File: config.mk
export PLATFORM = sky130hd
export DESIGN_NAME = ttb_mac
export DESIGN_NICKNAME = d
export VERILOG_FILES = /design/src/rtl/ttb_pkg.sv /design/src/rtl/ttb_mac.sv
export SDC_FILE = /design/constraint.sdc
export NUM_CORES = 1
export LEC_CHECK = 0
export BUFFER_PORTS_ARGS = -buffer_cell sky130_fd_sc_hd__buf_4
export CORE_MARGIN = 4
export CORE_UTILIZATION = 55
export DETAILED_ROUTE_END_ITERATION = 8
export PLACE_DENSITY = 0.75
export SYNTH_ARGS = -nofsm -noshare
export SYNTH_HDL_FRONTEND = slang
export SYNTH_SLANG_ARGS = --single-unit
File: constraint.sdc
create_clock -name clk_i -period 5.02 [get_ports clk_i]
set_input_delay 0.753 -clock clk_i [delete_from_list [all_inputs] [get_ports clk_i]]
set_output_delay 0.753 -clock clk_i [all_outputs]
set_load 0.05 [all_outputs]
File: src/rtl/ttb_pkg.sv
// shared types, constants and helpers of the triangle tangent basis block
`default_nettype none

package ttb_pkg;

  // vertex table geometry
  localparam int VERTEX_SLOTS = 256;
  localparam int SLOT_W       = $clog2(VERTEX_SLOTS);
  localparam int COORD_W      = 16;
  localparam int VTX_W        = 5 * COORD_W;
  localparam int UV_V_LSB     = 0;
  localparam int UV_U_LSB     = COORD_W;

  // arithmetic widths
  localparam int DELTA_W = COORD_W + 1;
  localparam int PROD_W  = 2 * DELTA_W;
  localparam int ACC_W   = PROD_W + 1;
  localparam int MAG_W   = ACC_W - 1;
  localparam int RES_W   = 32;

  // divider: quotient of (2 * |num| * 2^20) / |den|, one bit a step
  localparam int SCALE_SH = 21;
  localparam int Q_W      = 34;
  localparam int LOW_W    = Q_W - SCALE_SH;
  localparam int CNT_W    = $clog2(Q_W);

  localparam logic [RES_W-1:0] SAT_POS = {1'b0, {(RES_W-1){1'b1}}};
  localparam logic [RES_W-1:0] SAT_NEG = {1'b1, {(RES_W-1){1'b0}}};

  // corner phase codes
  localparam logic [1:0] PH_FIRST  = 2'd0;
  localparam logic [1:0] PH_SECOND = 2'd1;
  localparam logic [1:0] PH_THIRD  = 2'd2;

  // input function codes
  localparam logic FUNC_WRITE  = 1'b0;
  localparam logic FUNC_CORNER = 1'b1;

  // shared multiply-accumulate command
  typedef struct packed {
    logic                      en;
    logic                      load;
    logic                      sub;
    logic signed [DELTA_W-1:0] a;
    logic signed [DELTA_W-1:0] b;
  } mac_op_t;

  // divider request and response
  typedef struct packed {
    logic                    start;
    logic signed [ACC_W-1:0] num;
    logic signed [ACC_W-1:0] den;
  } div_req_t;

  typedef struct packed {
    logic             done;
    logic [RES_W-1:0] quo;
  } div_rsp_t;

  // position axis of a stored vertex word, x first
  function automatic logic [COORD_W-1:0] pos_of(input logic [VTX_W-1:0] w,
                                                 input logic [1:0] axis);
    logic [COORD_W-1:0] r;
    unique case (axis)
      2'd0:    r = w[VTX_W-1 -: COORD_W];
      2'd1:    r = w[VTX_W-COORD_W-1 -: COORD_W];
      default: r = w[VTX_W-2*COORD_W-1 -: COORD_W];
    endcase
    return r;
  endfunction

  // exact difference of two signed coordinates
  function automatic logic signed [DELTA_W-1:0] delta(input logic [COORD_W-1:0] a,
                                                      input logic [COORD_W-1:0] b);
    logic signed [DELTA_W-1:0] r;
    r = $signed({a[COORD_W-1], a}) - $signed({b[COORD_W-1], b});
    return r;
  endfunction

  // magnitude of an accumulator value
  function automatic logic [MAG_W-1:0] mag(input logic signed [ACC_W-1:0] x);
    logic [ACC_W-1:0] r;
    r = x[ACC_W-1] ? ACC_W'(-x) : ACC_W'(x);
    return r[MAG_W-1:0];
  endfunction

endpackage

`default_nettype wire

File: src/rtl/ttb_mac.sv
// shared signed multiply-accumulate unit
`default_nettype none

module ttb_mac (
  input  logic                                clk_i,
  input  logic                                rst_ni,
  input  ttb_pkg::mac_op_t                    op_i,
  output logic signed [ttb_pkg::ACC_W-1:0]    acc_o
);
  import ttb_pkg::*;

  logic signed [DELTA_W-1:0] a_s;
  logic signed [DELTA_W-1:0] b_s;
  logic signed [PROD_W-1:0]  prod;
  logic signed [ACC_W-1:0]   prod_ext;
  logic signed [ACC_W-1:0]   base;
  logic signed [ACC_W-1:0]   acc_d, acc_q;

  // product of the two operands, sign extended
  assign a_s      = op_i.a;
  assign b_s      = op_i.b;
  assign prod     = a_s * b_s;
  assign prod_ext = {{(ACC_W-PROD_W){prod[PROD_W-1]}}, prod};

  // load starts a new sum, otherwise add or subtract into it
  always_comb begin
    base  = op_i.load ? '0 : acc_q;
    acc_d = acc_q;
    if (op_i.en) begin
      acc_d = op_i.sub ? base - prod_ext : base + prod_ext;
    end
  end

  always_ff @(posedge clk_i or negedge rst_ni) begin
    if (!rst_ni) begin
      acc_q <= '0;
    end else begin
      acc_q <= acc_d;
    end
  end

  assign acc_o = acc_q;

endmodule

`default_nettype wire

# After elaboration in Yosys (flattened, before gate mapping)
# Cells that the tools add are included.
# Widths: inputs -> output; s select.
[op_classes]
n_mux = 2
n_addsub = 2
n_mul = 1
[ops]
columns = ["cell", "n"]
rows = [
  ["$mux 35", 2],
  ["$add 35x34->35", 1],
  ["$sub 35x34->35", 1],
  ["$mul 17x17->34", 1],
]
[totals]
register_bits = 35
elab_cells = 6
inputBits = 39
out_inout_bits = 35

# Longest topological paths before layout
[depth]
ltp_word = 3
depth_mapped = 41
ltp_nobuf = 38

# Least setup slack after synthesis
# OpenSTA, ideal clock, no wires.
[synth_path]
path_kind = "input-to-reg"
from = "input port op_i[10] in the netlist's numbering"
to = "register acc_q[34] (netlist: acc_o[34])"
slack_ps = -4026
arrival_ps = 8977
path_buffers = 2
setup_time_ps = 69
t_required_ps = 4951
cell_stages = 38
path_cell_list = "clkbuf_1 -> clkbuf_1 -> nand2_1 -> fa_1 -> inv_1 -> fa_1 -> inv_1 -> fa_1 -> inv_1 -> fa_1 -> fa_1 -> inv_1 -> fa_1 -> inv_1 -> ha_1 -> or2_2 -> o2111ai_1 -> a2bb2oi_2 -> [2 not listed] -> or3_4 -> nor3_4 -> nor3b_4 -> and2_1 -> nor2_1 -> xnor2_1 -> ha_1 -> a21o_1 -> a21o_1 -> a21oi_1 -> o21ai_0 -> a21oi_1 -> o31ai_1 -> a21o_1 -> a21oi_1 -> xor2_1 -> or3b_1 -> nand3_1"
[synth_between]
elab_chain_cells = 3
word_cells_on_any_way = 4
cone_classes = "add/sub (2); mul (1); mux (1)"
[synth_lines]
columns = ["element", "line_no", "source"]
rows = [
  ["start: declaration", "ttb_mac.sv:7", "input ttb_pkg::mac_op_t op_i,"],
  ["$mul 17x17->34 (*)", "ttb_mac.sv:22", "assign prod = a_s * b_s;"],
  ["$add 35x34->35 / $sub 35x34->35 (equally long branches)", "ttb_mac.sv:30", "acc_d = op_i.sub ? base - prod_ext : base + prod_ext;"],
  ["$mux 35 (*)", "ttb_mac.sv:30", ""],
  ["end signal: assignment", "ttb_mac.sv:36", "acc_q <= '0;"],
  ["end signal: assignment", "ttb_mac.sv:38", "acc_q <= acc_d;"],
  ["end: declaration", "ttb_mac.sv:17", "logic signed [ACC_W-1:0] acc_d, acc_q;"],
]
# Every way passes the cells marked *; elsewhere a longest branch is shown, timed or not.
# A chain may end at the register's enable or synchronous reset.

# Worst setup path after layout
[layout_path]
from = "input port op_i[22] in the netlist's numbering"
to = "register acc_q[34] (netlist: acc_o[34])"
# The elaborated chain is that of the path after synthesis.

==> flow_summary.toml <==
[final_layout]
multi_input_area_mm2 = 0.0136
post-route-util = 0.756
n_antenna_cell = 0
nFillCells = 1663
regArea_um2 = 876
largest_reg_flops = 35
postLayoutCellArea_mm2 = 0.0199
area_delta_synth_final_pct = 34.4
drive_gt1_frac = 0.337
final_nets = 2492

[sta]
skew_ns = 0.00486
finalCritPeriodShare = 1.68
setup_ws_ns = -3.43
period_minus_slack_ns = 8.45
rsz0062_at_grt = "yes"
slew_headroom = 0.629
final-setup-viol-count = 29
fmax_mhz = 118
hold_viol_final = 0
slew_viol_final = 0
tightest_slew_ns = 0.556
holdWs_ns = 0.431

[critical_path]
rr_worst_depth = 16
crit_fanout = 5
cp.arrival_ns = 8.67
start_kind = "primary input"
regToRegSetupSlack_ns = 1.56
rr_endpoint = "acc_o[34]$_DFFE_PN0P_"
end_kind = "register"
cpPeakStageDelay_ns = 0.55
cpMaxStageDelayCell = "fa_1"
r2r-start = "acc_o[0]$_DFFE_PN0P_"
critPathKind = "primary input to register"
required_ns = 5.24
crit_path_frequent_cell = "fa_1"

[yosys]
netlist_area_mm2 = 0.0148
syn_inst = 1650
synth_edf_count = 0
ys_top_cells_by_count = "inv_1 (327), fa_1 (297), nand2_1 (166)"
synth_top_cell_area_share = 0.402
synthesis.nets = 2106
yosysWarnings = 0
synth_area_leaders = "fa_1 (40%), ha_1 (10%), inv_1 (8.3%), and2_1 (6.3%), dfrtp_1 (5.9%)"
synth-seq-cells = 35
avgSynthCellArea_um2 = 8.96
ys_async_sr_fraction = 1.00
synth_top_flop_cell = "dfrtp_1"
ys_seq_area_frac = 0.0593
ys_types = 69
yosysMostFrequentCell = "inv_1"
synth_top_cell_by_area = "fa_1"

[global_routing]
overflow = 0
grt_pass1_wl_um = 63900
antenna_found_initial = 0
gr-usage-all-layers = 0.262
grt_pass1_vias = 14000
grt_max_degree = 48

[clock_tree]
hold_buffers = 0
clockRootBuffer = "clkbuf_16"
cts_buffers = 5
clockBufferDepth = 2
worst_skew_pair.late_latency_ns = 0.29
cts_tree = "built"
path_clk_slew_ns = 0.06
h-tree-depth = 2
cts_sinks = 35

[floorplan]
ioPinCount = 74
die_area_mm2 = 0.0296
die_w_um = 172
die_h_um = 172
num_rows = 59
core_mm2 = 0.0263
initial_core_util = 0.562

[min_path]
hold_class = "primary input to async pin"

[routing]
viasPerCell = 5.46
drt_iter0_drc = 635
wire_per_inst_um = 17.2
firstDrtPassIters = 4
drc = 0
via_count = 12900
ant_nets = 0
wl_um = 40700

[place]
dp_hpwl_um = 31200
port_buffers = 73
post_dp_cell_area_mm2 = 0.0182
place_congestion = 0.917

[job]
maxCapViolCount = 0

[outcome]
violations = "setup timing"
status = "complete, but fails checks"
-- cells in the final DEF, fill, tap and decap left out, types with 21 or more instances in the layout --
cell type / Yosys / final
and2_1: 148 / 126
mux2_2: 24 / 21
and2_4: 0 / 22
ha_1: 120 / 94
a21oi_2: 0 / 33
a21oi_1: 71 / 35
nor2b_1: 39 / 38
dfrtp_1: 35 / 35
fa_1: 297 / 286
a21o_1: 29 / 29
inv_1: 327 / 307
nand2_1: 166 / 157
nor2_1: 62 / 57
buf_4: 0 / 375
buf_6: 0 / 38
xnor2_1: 71 / 57
-- kinds of logic (layout without fill, tap and decap cells) --
logic type / Yosys count / in the layout / share of synthesized area
AO/OA/AOI/OAI: 209 / 209 / 0.0926
XOR/XNOR: 97 / 97 / 0.0580
adder cells (fa/ha/maj): 417 / 417 / 0.504
buffers and inverters: 380 / 766 / 0.0967
flip-flops: 35 / 35 / 0.0593
multiplexers: 26 / 26 / 0.0196
AND/OR/NAND/NOR: 486 / 486 / 0.170
-- worst max path at each step --
| stage | start | cells past startpoint | endpoint | slack (ns) |
|---|---|---|---|---|
| global placement | op_i[2] | 36 | acc_o[34]$_DFFE_PN0P_ | -3.60 |
| global route | op_i[22] | 39 | acc_o[34]$_DFFE_PN0P_ | -3.73 |
| floorplan | op_i[10] | 38 | acc_o[34]$_DFFE_PN0P_ | -3.41 |
| detailed placement | op_i[5] | 36 | acc_o[34]$_DFFE_PN0P_ | -3.64 |
| CTS | op_i[22] | 36 | acc_o[34]$_DFFE_PN0P_ | -3.20 |
| finish | op_i[22] | 39 | acc_o[34]$_DFFE_PN0P_ | -3.43 |
-- worst max-delay path: cells and delay by family --
kind                     cells  cell delay, ns
adder cells (fa/ha/maj)      8            3.57
AND/OR/NAND/NOR              8            1.41
XOR/XNOR                     3            0.44
buffers and inverters        8            0.66
AO/OA/AOI/OAI               12            1.83
-- layout make-up --
type                    instances  area share
clock buffers                   6     0.00699
multi-input cells            1235       0.684
inverters                     327      0.0620
flip-flops and latches         35      0.0441
clock inverters                 1    0.000252
repair buffers                432       0.182
well taps                     335      0.0211
-- what timing repair did --
item | in CTS | in global routing
endpoints found under the hold margin | 0 | 0
gates resized for setup | 122 | 105
gates cloned | 1 | 1
endpoints found under the setup margin | 29 | 29
buffers inserted | 30 | 32
pin swaps | 47 | 69
-- per-layer routing --
| layer | part of all wire | track usage | vias up |
|---|---|---|---|
| met3 | 0.038 | 0.0242 | 151 |
| met2 | 0.55 | 0.494 | 353 |
| li1 | - | - | 5876 |
| met4 | 0.039 | 0.0759 | 0 |
| met5 | 0 | 0 | - |
| met1 | 0.38 | 0.320 | 6568 |
-- through the flow --
| stage | setup slack, ns | cells | TNS, ns |
|---|---|---|---|
| global route | -3.73 | 2371 | -75.50 |
| detailed placement | -3.64 | 2302 | -76.52 |
| floorplan | -3.41 | 1650 | -57.49 |
| CTS | -3.20 | 2340 | -62.96 |
| global placement | -3.60 | 2302 | -74.35 |
| finish | -3.43 | 2371 | -68.53 |
Power is left out: the tool's default activity adds up to more than one toggle a clock period on the data nets, which glitch-free logic cannot reach.
