$ cat src/rtl/ttb_pkg.sv
// shared types, constants and helpers of the triangle tangent basis block
`default_nettype none

package ttb_pkg;

  // vertex table geometry
  localparam int VERTEX_SLOTS = 256;
  localparam int SLOT_W       = $clog2(VERTEX_SLOTS);
  localparam int COORD_W      = 16;
  localparam int VTX_W        = 5 * COORD_W;
  localparam int UV_V_LSB     = 0;
  localparam int UV_U_LSB     = COORD_W;

  // arithmetic widths
  localparam int DELTA_W = COORD_W + 1;
  localparam int PROD_W  = 2 * DELTA_W;
  localparam int ACC_W   = PROD_W + 1;
  localparam int MAG_W   = ACC_W - 1;
  localparam int RES_W   = 32;

  // divider: quotient of (2 * |num| * 2^20) / |den|, one bit a step
  localparam int SCALE_SH = 21;
  localparam int Q_W      = 34;
  localparam int LOW_W    = Q_W - SCALE_SH;
  localparam int CNT_W    = $clog2(Q_W);

  localparam logic [RES_W-1:0] SAT_POS = {1'b0, {(RES_W-1){1'b1}}};
  localparam logic [RES_W-1:0] SAT_NEG = {1'b1, {(RES_W-1){1'b0}}};

  // corner phase codes
  localparam logic [1:0] PH_FIRST  = 2'd0;
  localparam logic [1:0] PH_SECOND = 2'd1;
  localparam logic [1:0] PH_THIRD  = 2'd2;

  // input function codes
  localparam logic FUNC_WRITE  = 1'b0;
  localparam logic FUNC_CORNER = 1'b1;

  // shared multiply-accumulate command
  typedef struct packed {
    logic                      en;
    logic                      load;
    logic                      sub;
    logic signed [DELTA_W-1:0] a;
    logic signed [DELTA_W-1:0] b;
  } mac_op_t;

  // divider request and response
  typedef struct packed {
    logic                    start;
    logic signed [ACC_W-1:0] num;
    logic signed [ACC_W-1:0] den;
  } div_req_t;

  typedef struct packed {
    logic             done;
    logic [RES_W-1:0] quo;
  } div_rsp_t;

  // position axis of a stored vertex word, x first
  function automatic logic [COORD_W-1:0] pos_of(input logic [VTX_W-1:0] w,
                                                 input logic [1:0] axis);
    logic [COORD_W-1:0] r;
    unique case (axis)
      2'd0:    r = w[VTX_W-1 -: COORD_W];
      2'd1:    r = w[VTX_W-COORD_W-1 -: COORD_W];
      default: r = w[VTX_W-2*COORD_W-1 -: COORD_W];
    endcase
    return r;
  endfunction

  // exact difference of two signed coordinates
  function automatic logic signed [DELTA_W-1:0] delta(input logic [COORD_W-1:0] a,
                                                      input logic [COORD_W-1:0] b);
    logic signed [DELTA_W-1:0] r;
    r = $signed({a[COORD_W-1], a}) - $signed({b[COORD_W-1], b});
    return r;
  endfunction

  // magnitude of an accumulator value
  function automatic logic [MAG_W-1:0] mag(input logic signed [ACC_W-1:0] x);
    logic [ACC_W-1:0] r;
    r = x[ACC_W-1] ? ACC_W'(-x) : ACC_W'(x);
    return r[MAG_W-1:0];
  endfunction

endpackage

`default_nettype wire

$ cat src/rtl/ttb_div.sv
// shared restoring divider, rounded and saturated fixed-point quotient
`default_nettype none

module ttb_div (
  input  logic              clk_i,
  input  logic              rst_ni,
  input  ttb_pkg::div_req_t req_i,
  output ttb_pkg::div_rsp_t rsp_o
);
  import ttb_pkg::*;

  typedef enum logic [2:0] {
    DV_IDLE = 3'b001,
    DV_RUN  = 3'b010,
    DV_DONE = 3'b100
  } div_state_e;

  div_state_e       state_d, state_q;
  logic [CNT_W-1:0] cnt_d, cnt_q;
  logic [MAG_W-1:0] rem_d, rem_q;
  logic [Q_W-1:0]   sh_d, sh_q;
  logic [MAG_W-1:0] b_d, b_q;
  logic             neg_d, neg_q;
  logic             sat_d, sat_q;

  logic [MAG_W-1:0] a_mag;
  logic [MAG_W-1:0] b_mag;
  logic [MAG_W-1:0] a_hi;
  logic [MAG_W:0]   trial;
  logic             ge;
  logic [Q_W:0]     q_inc;
  logic [Q_W-1:0]   q_rnd;
  logic [RES_W-1:0] quo;

  // operand magnitudes and the part of the dividend above the quotient bits
  assign a_mag = mag(req_i.num);
  assign b_mag = mag(req_i.den);
  assign a_hi  = a_mag >> LOW_W;

  // one quotient bit per cycle
  assign trial = {rem_q, sh_q[Q_W-1]};
  assign ge    = trial >= {1'b0, b_q};

  always_comb begin
    state_d = state_q;
    cnt_d   = cnt_q;
    rem_d   = rem_q;
    sh_d    = sh_q;
    b_d     = b_q;
    neg_d   = neg_q;
    sat_d   = sat_q;
    unique case (state_q)
      DV_IDLE: begin
        if (req_i.start) begin
          b_d   = b_mag;
          neg_d = req_i.num[ACC_W-1] ^ req_i.den[ACC_W-1];
          sat_d = a_hi >= b_mag;
          rem_d = a_hi;
          sh_d  = {a_mag[LOW_W-1:0], {SCALE_SH{1'b0}}};
          cnt_d = '0;
          state_d = (a_hi >= b_mag) ? DV_DONE : DV_RUN;
        end
      end
      DV_RUN: begin
        rem_d = ge ? MAG_W'(trial - {1'b0, b_q}) : trial[MAG_W-1:0];
        sh_d  = {sh_q[Q_W-2:0], ge};
        cnt_d = cnt_q + 1'b1;
        if (cnt_q == CNT_W'(Q_W-1)) begin
          state_d = DV_DONE;
        end
      end
      DV_DONE: begin
        state_d = DV_IDLE;
      end
      default: begin
        state_d = DV_IDLE;
      end
    endcase
  end

  // round half away from zero on the extra low bit, then saturate
  assign q_inc = {1'b0, sh_q} + 1'b1;
  assign q_rnd = q_inc[Q_W:1];

  always_comb begin
    if (sat_q) begin
      quo = neg_q ? SAT_NEG : SAT_POS;
    end else if (neg_q) begin
      quo = (q_rnd > Q_W'(SAT_NEG)) ? SAT_NEG : RES_W'(-q_rnd);
    end else begin
      quo = (q_rnd > Q_W'(SAT_POS)) ? SAT_POS : q_rnd[RES_W-1:0];
    end
  end

  always_ff @(posedge clk_i or negedge rst_ni) begin
    if (!rst_ni) begin
      state_q <= DV_IDLE;
      cnt_q   <= '0;
    end else begin
      state_q <= state_d;
      cnt_q   <= cnt_d;
    end
  end

  // datapath registers
  always_ff @(posedge clk_i) begin
    rem_q <= rem_d;
    sh_q  <= sh_d;
    b_q   <= b_d;
    neg_q <= neg_d;
    sat_q <= sat_d;
  end

  assign rsp_o.done = state_q == DV_DONE;
  assign rsp_o.quo  = quo;

endmodule

`default_nettype wire

$ cat config.mk
export PLATFORM = sky130hd
export DESIGN_NAME = ttb_div
export DESIGN_NICKNAME = d
export VERILOG_FILES = /design/src/rtl/ttb_pkg.sv /design/src/rtl/ttb_div.sv
export SDC_FILE = /design/constraint.sdc
export NUM_CORES = 1
export LEC_CHECK = 0
export ABC_AREA = 1
export BUFFER_PORTS_ARGS = -buffer_cell sky130_fd_sc_hd__buf_2
export CAP_MARGIN = 10
export CELL_PAD_IN_SITES_DETAIL_PLACEMENT = 2
export CELL_PAD_IN_SITES_GLOBAL_PLACEMENT = 2
export CORE_UTILIZATION = 37
export CTS_CLUSTER_DIAMETER = 120
export DETAILED_ROUTE_END_ITERATION = 16
export PLACE_DENSITY = 0.94
export SETUP_SLACK_MARGIN = 0.02
export SLEW_MARGIN = 20
export SYNTH_ARGS = -nofsm -noshare
export SYNTH_HDL_FRONTEND = slang
export SYNTH_SLANG_ARGS = --single-unit
$ cat constraint.sdc
create_clock -name clk_i -period 6.4 [get_ports clk_i]
set_clock_uncertainty 0.15 [all_clocks]
set_input_delay 0.64 -clock clk_i [delete_from_list [all_inputs] [get_ports clk_i]]
set_output_delay 0.64 -clock clk_i [all_outputs]
set_load 0.1 [all_outputs]
**Yosys cells after proc, flatten, opt, wreduce, memory -nomap -nowiden**

Index checks and enable logic that the tools add are counted.

- Register bits after elaboration: 113
- Input bits: 73
- Output and inout bits: 33
- Logic and storage cells: 46

- Add/sub/neg operators: 6
- Magnitude comparators: 4
- Equality and inequality tests: 6
- Mux-type cells: 18
- Bitwise gates (word level): 1
- Reductions and logical operators: 4

Operator list:

| kind | number |
|---|---|
| two-way mux 34 bit | 5 |
| two-way mux 32 bit | 5 |
| one-hot mux 34 bit (2 select lines) | 2 |
| negator 34 bit | 2 |
| adder 34 x 1 -> 35 bit (second input constant) | 1 |
| >= comparator 35 x 34 -> 1 bit | 1 |
| >= comparator 21 x 34 -> 1 bit | 1 |
| greater-than comparator 34 x 31 -> 1 bit (second input constant) | 1 |
| greater-than comparator 34 x 32 -> 1 bit (second input constant) | 1 |
| subtractor 34 bit | 1 |
| negator 32 bit | 1 |
| one-hot mux 6 bit (2 select lines) | 1 |
| two-way mux 3 bit | 3 |
| adder 6 x 1 -> 6 bit (second input constant) | 1 |
| equality test 6 bit (second input constant) | 1 |
| two-way mux 6 bit | 1 |
| one-hot mux 3 bit (2 select lines) | 1 |
| AND reduction 2 bit | 3 |
| inequality test 2 bit (second input constant) | 2 |
| equality test 3 x 1 -> 1 bit (second input constant) | 1 |
| equality test 3 x 2 -> 1 bit (second input constant) | 1 |
| equality test 3 bit (second input constant) | 1 |
| nonzero test 2 bit | 1 |
| XOR 1 bit | 1 |

**Depth between registers and ports, before layout**

Gate-level depths: netlist of the first run.

- Word-level depth: 6
- Depth in mapped cells: 24
- Mapped depth without buffers: 24

**Least setup slack after synthesis of the first run**

No wires, ideal clock.

- Path type: reg2out
- Start point: register sh_q[0]
- End point: output port rsp_o[10] (netlist name)
- Arrival time: 4.281 ns
- Setup slack: 1.329 ns
- Stages on the path, launching flop included: 18
- Path buffers: 1
- Cell sequence: edfxtp_1 ha_1 buf_2 nand2_2 inv_1 nor2_1 inv_1 ha_1 nand2_1 nor2_2 nand2_2 nor2_4 nand3_4 nor2_4 nand2_2 nand2_2 nand3_4 o21ai_0

RTL lines:

| item | RTL line | source |
|---|---|---|
| start: declaration | ttb_div.sv:21 | `logic [Q_W-1:0] sh_d, sh_q;` |
| start signal: assignment | ttb_div.sv:108 | `sh_q <= sh_d;` |
| end: declaration | ttb_div.sv:8 | `output ttb_pkg::div_rsp_t rsp_o` |

==> flow_summary.toml, run 1 <==
[synth]
synth_most_common_cell = "nand2_1"
yosysSeqAreaShare_pct = 29.0
netlist_area_um2 = 11600
synthCells = 1756
dominantRegCellSynth = "edfxtp_1"
synth.area.top_cells = "edfxtp_1, nand2_1, inv_1, nor2_1, ha_1"
synth_fp_nets = 1892
yosys_warnings = 0
ys_top_cells_by_count = "nand2_1, inv_1, nor2_1, o21ai_0, edfxtp_1"
synth-seq-cells = 113
synthArstFlopShare_pct = 7.96
yosysTopAreaCell = "edfxtp_1"
avgSynthCellArea_um2 = 6.59
synth_edf_count = 104
yosysTopAreaCellShare_pct = 27.0
synth.distinct_cells = 50

[detailed_routing]
routedWlPerCell_um = 26.2
drc = 0
drt_first_pass_iters = 5
routed_wl_um = 59300
ant_nets = 0
drt-initial-drc-count = 782
routed_via_density = 5.88
via_count = 13300

[critical_path]
max_stage_delay_ns = 0.66
cp_slowest_cell = "nand3_1"
cp_top_family = "simple AND/OR/NAND/NOR gates"
crit_path_end_kind = "primary output"
cp_max_fo = 25
arrival_ns = 4.42
cp.required_ns = 5.61
critPathMostFrequentCell = "nand2_1"
cp_num_buf_inv = 1
critPathKind = "reg2out"
path_cells = "nand2_1, nor2_1, nand2_1, nor2_1, nand3_1, nand2_1, nand2_1, nor2_1, nand3_1, nand2_1, o21ai_0, o21bai_2, buf_2"
worstSetupStartpointType = "flop"

[power]
seq_power_share_pct = 22.9
p_sw_mw = 3.63
p_int_mw = 2.62
switching_share_pct = 58.0
irDropWorstVdd_uv = 200
powerDensity_nw_per_um2 = 478
pwr-share-clk_pct = 15.9
p_leak_nw = 6.16
power_frac_comb_pct = 61.3

[finish]
fin_area_um2 = 13100
layout.nets = 1989
utilization_pct = 42.6
area.growth.synth_to_final_pct = 13.0
drive_gt1_share_pct = 10.6
antenna_cells = 0

[clock_tree]
tritoncts = "built"
cts-root-buf = "clkbuf_16"
clkSlewWorstSetupHoldPaths_ns = 0.06
clk_latency_ns = 0.46
cts.sinks = 113
cts.htree.levels = 4
cts_buffers = 17
cts-resized-gates = 0
clockBufferDepth = 2

[floorplan]
dieArea_um2 = 32000
ios = 106
die_h_um = 179
rows = 64
core_um2 = 30700
start_util_pct = 37.7
die_w_um = 179

[global_route]
grt_use_met1_pct = 39.2
top_usage_layer = "met2"
grt_pass1_vias = 15000
overflow = 0
grt_usage_pct = 37.9
grtUsageMet2_pct = 68.7
grt_pass1_wl_um = 90000
grtUsageMet3_pct = 6.66
grt_start_max_net_pins = 64
antenna_found_initial = 0

[timing]
rsz0062_at_grt = "false"
period_share_pct = 81.4
fin_hold_ws_ns = 0.320
fin_setup_tns_ns = 0
slew_viol_final = 0
timing.final.hold_violations = 0
fin_crit_ns = 5.21
clock.fmax_mhz = 192
max_slew_margin_pct = 31.1
finalSetupViolCount = 0
worst_pin_slew_ns = 1.03

[job]
maxCapViolCount = 0

[placement]
port_buffers = 105
dpl.hpwl_um = 42600
place_area_um2 = 12500
place_congestion = 0.954

[worst_hold_path]
hp-class = "in2reg"

[run_status]
outcome = "completed"
==> placed cells by master (no fill, tap or decap), drive strengths merged, types with 2 or more instances in the layout <==
cell type / Yosys / routed
a211oi: 2 / 2
a21boi: 4 / 4
a21o: 3 / 3
a21oi: 69 / 69
a31oi: 4 / 4
buf: 11 / 109
clkbuf: 21 / 21
clkinv: 1 / 10
dfrtp: 8 / 8
edfxtp: 104 / 104
ha: 62 / 62
inv: 268 / 270
mux2i: 2 / 2
nand2: 469 / 469
nand3: 95 / 95
nand3b: 4 / 4
nand4: 34 / 34
nor2: 249 / 249
nor3: 28 / 28
nor4: 2 / 2
o211ai: 9 / 9
o21ai: 170 / 170
o21bai: 7 / 7
o22ai: 2 / 2
o31ai: 6 / 6
or2: 6 / 6
xnor2: 30 / 30
xor2: 76 / 76
==> sequential cells by signal (all words and copies together) (netlist names) <==
name,flops
sh_q,34
b_q,34
rem_q,34
cnt_q,6
neg_q,1
state_q,3
sat_q,1
==> metrics by stage <==
step / worst slack, ns / power [mW] / std cells
2_1_floorplan: 1.33 / 3.80 / 1756
3_3_place_gp: 1.97 / 4.62 / 2229
3_5_place_dp: 1.76 / 4.94 / 2229
4_1_cts: 1.26 / 6.15 / 2262
5_1_grt: 1.01 / 6.50 / 2262
6_report: 1.19 / 6.25 / 2262
==> layout make-up <==
cell class / count / area, µm²
clock buffer: 21 / 504
tap: 396 / 495
fill: 3746 / 17600
clock inverter: 11 / 72.6
sequential: 113 / 3350
multi-input combinational: 1342 / 7080
inverter: 269 / 1010
timing repair buffer: 110 / 566
==> per-layer routing <==
layer,wire length (µm),up-vias
met4,4140,0
met2,30500,531
met3,2430,246
met1,22300,6629
met5,0,-
li1,-,5889
==> cell families after synthesis <==
| family | synth area share (%) |
|---|---|
| XOR/XNOR | 8.03 |
| AND/OR/NAND/NOR | 32.7 |
| AO/OA/AOI/OAI | 13.4 |
| buffers and inverters | 9.94 |
| flip-flops | 29.0 |
| adder cells (fa/ha/maj) | 6.88 |
| multiplexers | 0.173 |
==> worst register-to-register path, cell delays in order, from the launching register on <==
cell and delay [ns]:
edfxtp_1 0.42, ha_1 0.44, nand2_1 0.19, nor2_1 0.33, inv_1 0.12, nor2_1 0.24, nand4_1 0.19, nand3_1 0.30
nand4_1 0.16, nand3_2 0.29, buf_4 0.53, o21ai_0 0.20, o21ai_0 0.47
==> final timing paths <==
kind	from	to	slack, ns	depth (start not counted)
setup / recovery	sh_q[13]	rsp_o[9]	1.19	13
hold / removal	req_i[0]	b_q[0]	0.32	1
setup reg to reg	rem_q[15]	rem_q[7]	2.10	12
hold reg to reg	cnt_q[5]	cnt_q[5]	0.37	1
max in group asynchronous	rst_ni	state_q[0]	5.41	2
min in group asynchronous	rst_ni	cnt_q[0]	0.43	2
==> repair_timing <==
action                                  CTS  global route
endpoints found under the setup margin    0             0
hold buffers                              1             0
buffers inserted                          0             0
hold endpoints to repair                  8             0
==> power by group through the flow <==
stage / clock network, mW / logic, mW / registers [mW]
after floorplan: 0 / 2.50 / 1.30
after global placement: 0 / 3.25 / 1.37
after detailed placement: 0 / 3.53 / 1.41
after CTS: 0.982 / 3.75 / 1.42
after global routing: 1.00 / 4.05 / 1.44
final: 0.991 / 3.83 / 1.43
No activity file was read; power rests on OpenSTA's default activity.
==> run 2: changes to the inputs <==
--- a/config.mk
+++ b/config.mk
@@ -5,7 +5,7 @@
 export SDC_FILE = /design/constraint.sdc
 export NUM_CORES = 1
 export LEC_CHECK = 0
-export ABC_AREA = 1
+export ABC_AREA = 0
 export BUFFER_PORTS_ARGS = -buffer_cell sky130_fd_sc_hd__buf_2
 export CAP_MARGIN = 10
 export CELL_PAD_IN_SITES_DETAIL_PLACEMENT = 2
@@ -13,7 +13,7 @@
 export CORE_UTILIZATION = 37
 export CTS_CLUSTER_DIAMETER = 120
 export DETAILED_ROUTE_END_ITERATION = 16
-export PLACE_DENSITY = 0.94
+export PLACE_DENSITY = 0.88
 export SETUP_SLACK_MARGIN = 0.02
 export SLEW_MARGIN = 20
 export SYNTH_ARGS = -nofsm -noshare
==> constraint.sdc (replaced) <==
create_clock -name clk_i -period 4.8 [get_ports clk_i]
set_clock_uncertainty 0.15 [all_clocks]
set_input_delay 0.48 -clock clk_i [delete_from_list [all_inputs] [get_ports clk_i]]
set_output_delay 0.48 -clock clk_i [all_outputs]
set_load 0.1 [all_outputs]
==> run 2 against run 1 <==
  * Flip-flop and latch count stayed put
  * Synthesized cell count is 31% lower
  * The run now ends with setup timing left
  * Synthesized area is 11% lower
  * Register-to-register slack worse by 1.9 ns
  * Critical endpoint is now rsp_o[31]
  * Die area is 11% lower
==> flow_summary.toml, run 2 <==
[run_status]
outcome = "complete, but fails checks"
violations = "setup timing"

[synth]
yosysTopAreaCellShare_pct = 30.3
dominantRegCellSynth = "edfxtp_1"
synth.area.top_cells = "edfxtp_1, ha_1, xnor2_1, xor2_1, o21ai_0"
synthCells = 1204
netlist_area_um2 = 10300
synthArstFlopShare_pct = 7.96
avgSynthCellArea_um2 = 8.55
synth-seq-cells = 113
synth.distinct_cells = 70
yosysSeqAreaShare_pct = 32.5
yosys_warnings = 0
yosysTopAreaCell = "edfxtp_1"
ys_top_cells_by_count = "nand2_1, edfxtp_1, nor2_1, o21ai_0, xnor2_1"
synth_edf_count = 104
synth_fp_nets = 1340
synth_most_common_cell = "nand2_1"

[detailed_routing]
ant_nets = 0
via_count = 11000
drt-initial-drc-count = 813
drc = 0
routed_via_density = 6.35
drt_first_pass_iters = 5
routed_wl_um = 50600
routedWlPerCell_um = 29.3

[power]
p_leak_nw = 5.28
powerDensity_nw_per_um2 = 705
p_total_mw = 9.08
irDropWorstVdd_uv = 283

[finish]
final_common_cell = "nand2_1"
fillers = 2898
area.growth.synth_to_final_pct = 25.1
final_cell_mix = "nand2_1, edfxtp_1, nor2_1"
drive_gt1_share_pct = 20.4
antenna_cells = 0
layout.nets = 1480
reg.largest.list = "b_q x34, rem_q x34, sh_q x34"
fin_cells = 1729
fin_area_um2 = 12900

[clock_tree]
tritoncts = "built"
clkSlewWorstSetupHoldPaths_ns = 0.06
cts.sinks = 113
cts_buffers = 17
cts.htree.levels = 4
cts-root-buf = "clkbuf_16"
clockBufferDepth = 2
clk_latency_ns = 0.44

[timing]
fin_crit_ns = 5.01
timing.final.hold_violations = 0
worst_pin_slew_ns = 1.16
fin_setup_tns_ns = -0.832
finalSetupViolCount = 12
finalWorstSetupSlack_ns = -0.209
slew_viol_final = 0
period_share_pct = 104
clock.fmax_mhz = 200
max_slew_margin_pct = 22.1

[placement]
dp_cells = 1683
place_area_um2 = 12000
post-place-ws_ns = -0.275
dpl.hpwl_um = 29100
port_buffers = 105
place_congestion = 0.832

[global_route]
grt_pass1_vias = 11700
grt_usage_pct = 31.0
grt_start_max_net_pins = 76
grt_pass1_wl_um = 68300
overflow = 0
antenna_found_initial = 0

[worst_hold_path]
hp-class = "in2reg"
hold_start = "req_i[0]"

[critical_path]
r2r_start = "rem_q[2]"
critPathKind = "reg2out"
crit_path_end_kind = "primary output"
worstSetupStartpointType = "flop"
max_stage_delay_ns = 0.42
arrival_ns = 4.38
cp.required_ns = 4.17
cp_slowest_cell = "a211oi_1"
critPathMostFrequentCell = "nand4_1"
cp_max_fo = 6
path_cells = "ha_2, and3_1, nand2_2, buf_4, nand4_1, a211oi_1, o211a_1, nand4_1, nor2_4, nand4_1, and4_1, nor3_1, buf_4, buf_12"
timing.critical_path.from = "sh_q[0]"

[job]
maxCapViolCount = 0

[floorplan]
die_w_um = 169
die_h_um = 169
ios = 106
core_um2 = 27100
rows = 60
dieArea_um2 = 28500
start_util_pct = 38.0
[run 2: cell count changes in the layout (fill, tap and decap cells not counted), sizes merged, moves of 53 or more]
cell,before,now
nand2,469,111
inv,270,78
nor2,249,99
o21ai,170,95
nand3,95,28
buf,109,168
xnor2,30,83
[run 2: worst paths after layout]
kind	to	slack, ns	cells after the start
worst max-delay path	rsp_o[31]	-0.21	14
worst min-delay path	b_q[0]	0.21	1
worst max register to register	rem_q[2]	0.16	12
worst min register to register	cnt_q[4]	0.45	1
max in group asynchronous	state_q[0]	3.84	2
min in group asynchronous	state_q[1]	0.39	2
[run 2: area by class of cell]
cell class | instances | area, µm² | area share (%)
Multi-Input combinational cell | 964 | 6860 | 53.3
Sequential cell | 113 | 3350 | 26.0
Timing Repair Buffer | 169 | 1360 | 10.5
Tap cell | 372 | 465 | 3.61
Clock buffer | 18 | 429 | 3.33
Inverter | 79 | 297 | 2.30
Clock inverter | 14 | 123 | 0.952
[run 2: through the flow]
step	hold WS [ns]	util, %
2_1_floorplan	0.0344	-
3_3_place_gp	0.193	44.3
3_5_place_dp	0.197	44.3
4_1_cts	0.194	46.8
5_1_grt	0.224	47.5
6_report	0.214	47.5
[run 2: what timing repair did]
action | CTS | global route
hold buffers | 1 | 0
pin swaps | 1 | 3
setup endpoints to repair | 33 | 35
setup buffers | 3 | 10
hold endpoints to repair | 8 | 0
gates resized for setup | 20 | 25
[run 2: critical path: cells and delay by family (launching register included)]
family                   cells  cell delay (ns)
AO/OA/AOI/OAI                2             0.73
AND/OR/NAND/NOR              8             1.99
buffers and inverters        3             0.57
flip-flops                   1             0.41
adder cells (fa/ha/maj)      1             0.24
[run 2: routing by layer]
layer | vias to the layer above | GRT usage (%) | share of wire (%)
met4 | 0 | 13.6 | 5.7
met1 | 5567 | 36.4 | 38
met3 | 214 | 3.16 | 4.7
met2 | 518 | 57.1 | 51
met5 | - | 0 | 0
li1 | 4680 | - | -
[run 2: kinds of logic (layout without fill, tap and decap cells)]
| kind of cell | after synthesis | in the layout | share of synthesized area, % |
|---|---|---|---|
| buffers and inverters | 127 | 280 | 4.74 |
| adder cells (fa/ha/maj) | 63 | 63 | 7.73 |
| XOR/XNOR | 139 | 139 | 11.8 |
| AND/OR/NAND/NOR | 417 | 417 | 20.7 |
| multiplexers | 26 | 26 | 2.53 |
| flip-flops | 113 | 113 | 32.5 |
| AO/OA/AOI/OAI | 319 | 319 | 19.9 |
[run 2: report_power, final]
group          leakage (nW)  switching (mW)  internal [mW]  total [mW]
sequential             1.11           0.397           1.56        1.96
clock                 0.265           0.557          0.751        1.31
combinational          3.90            3.96           1.86        5.81
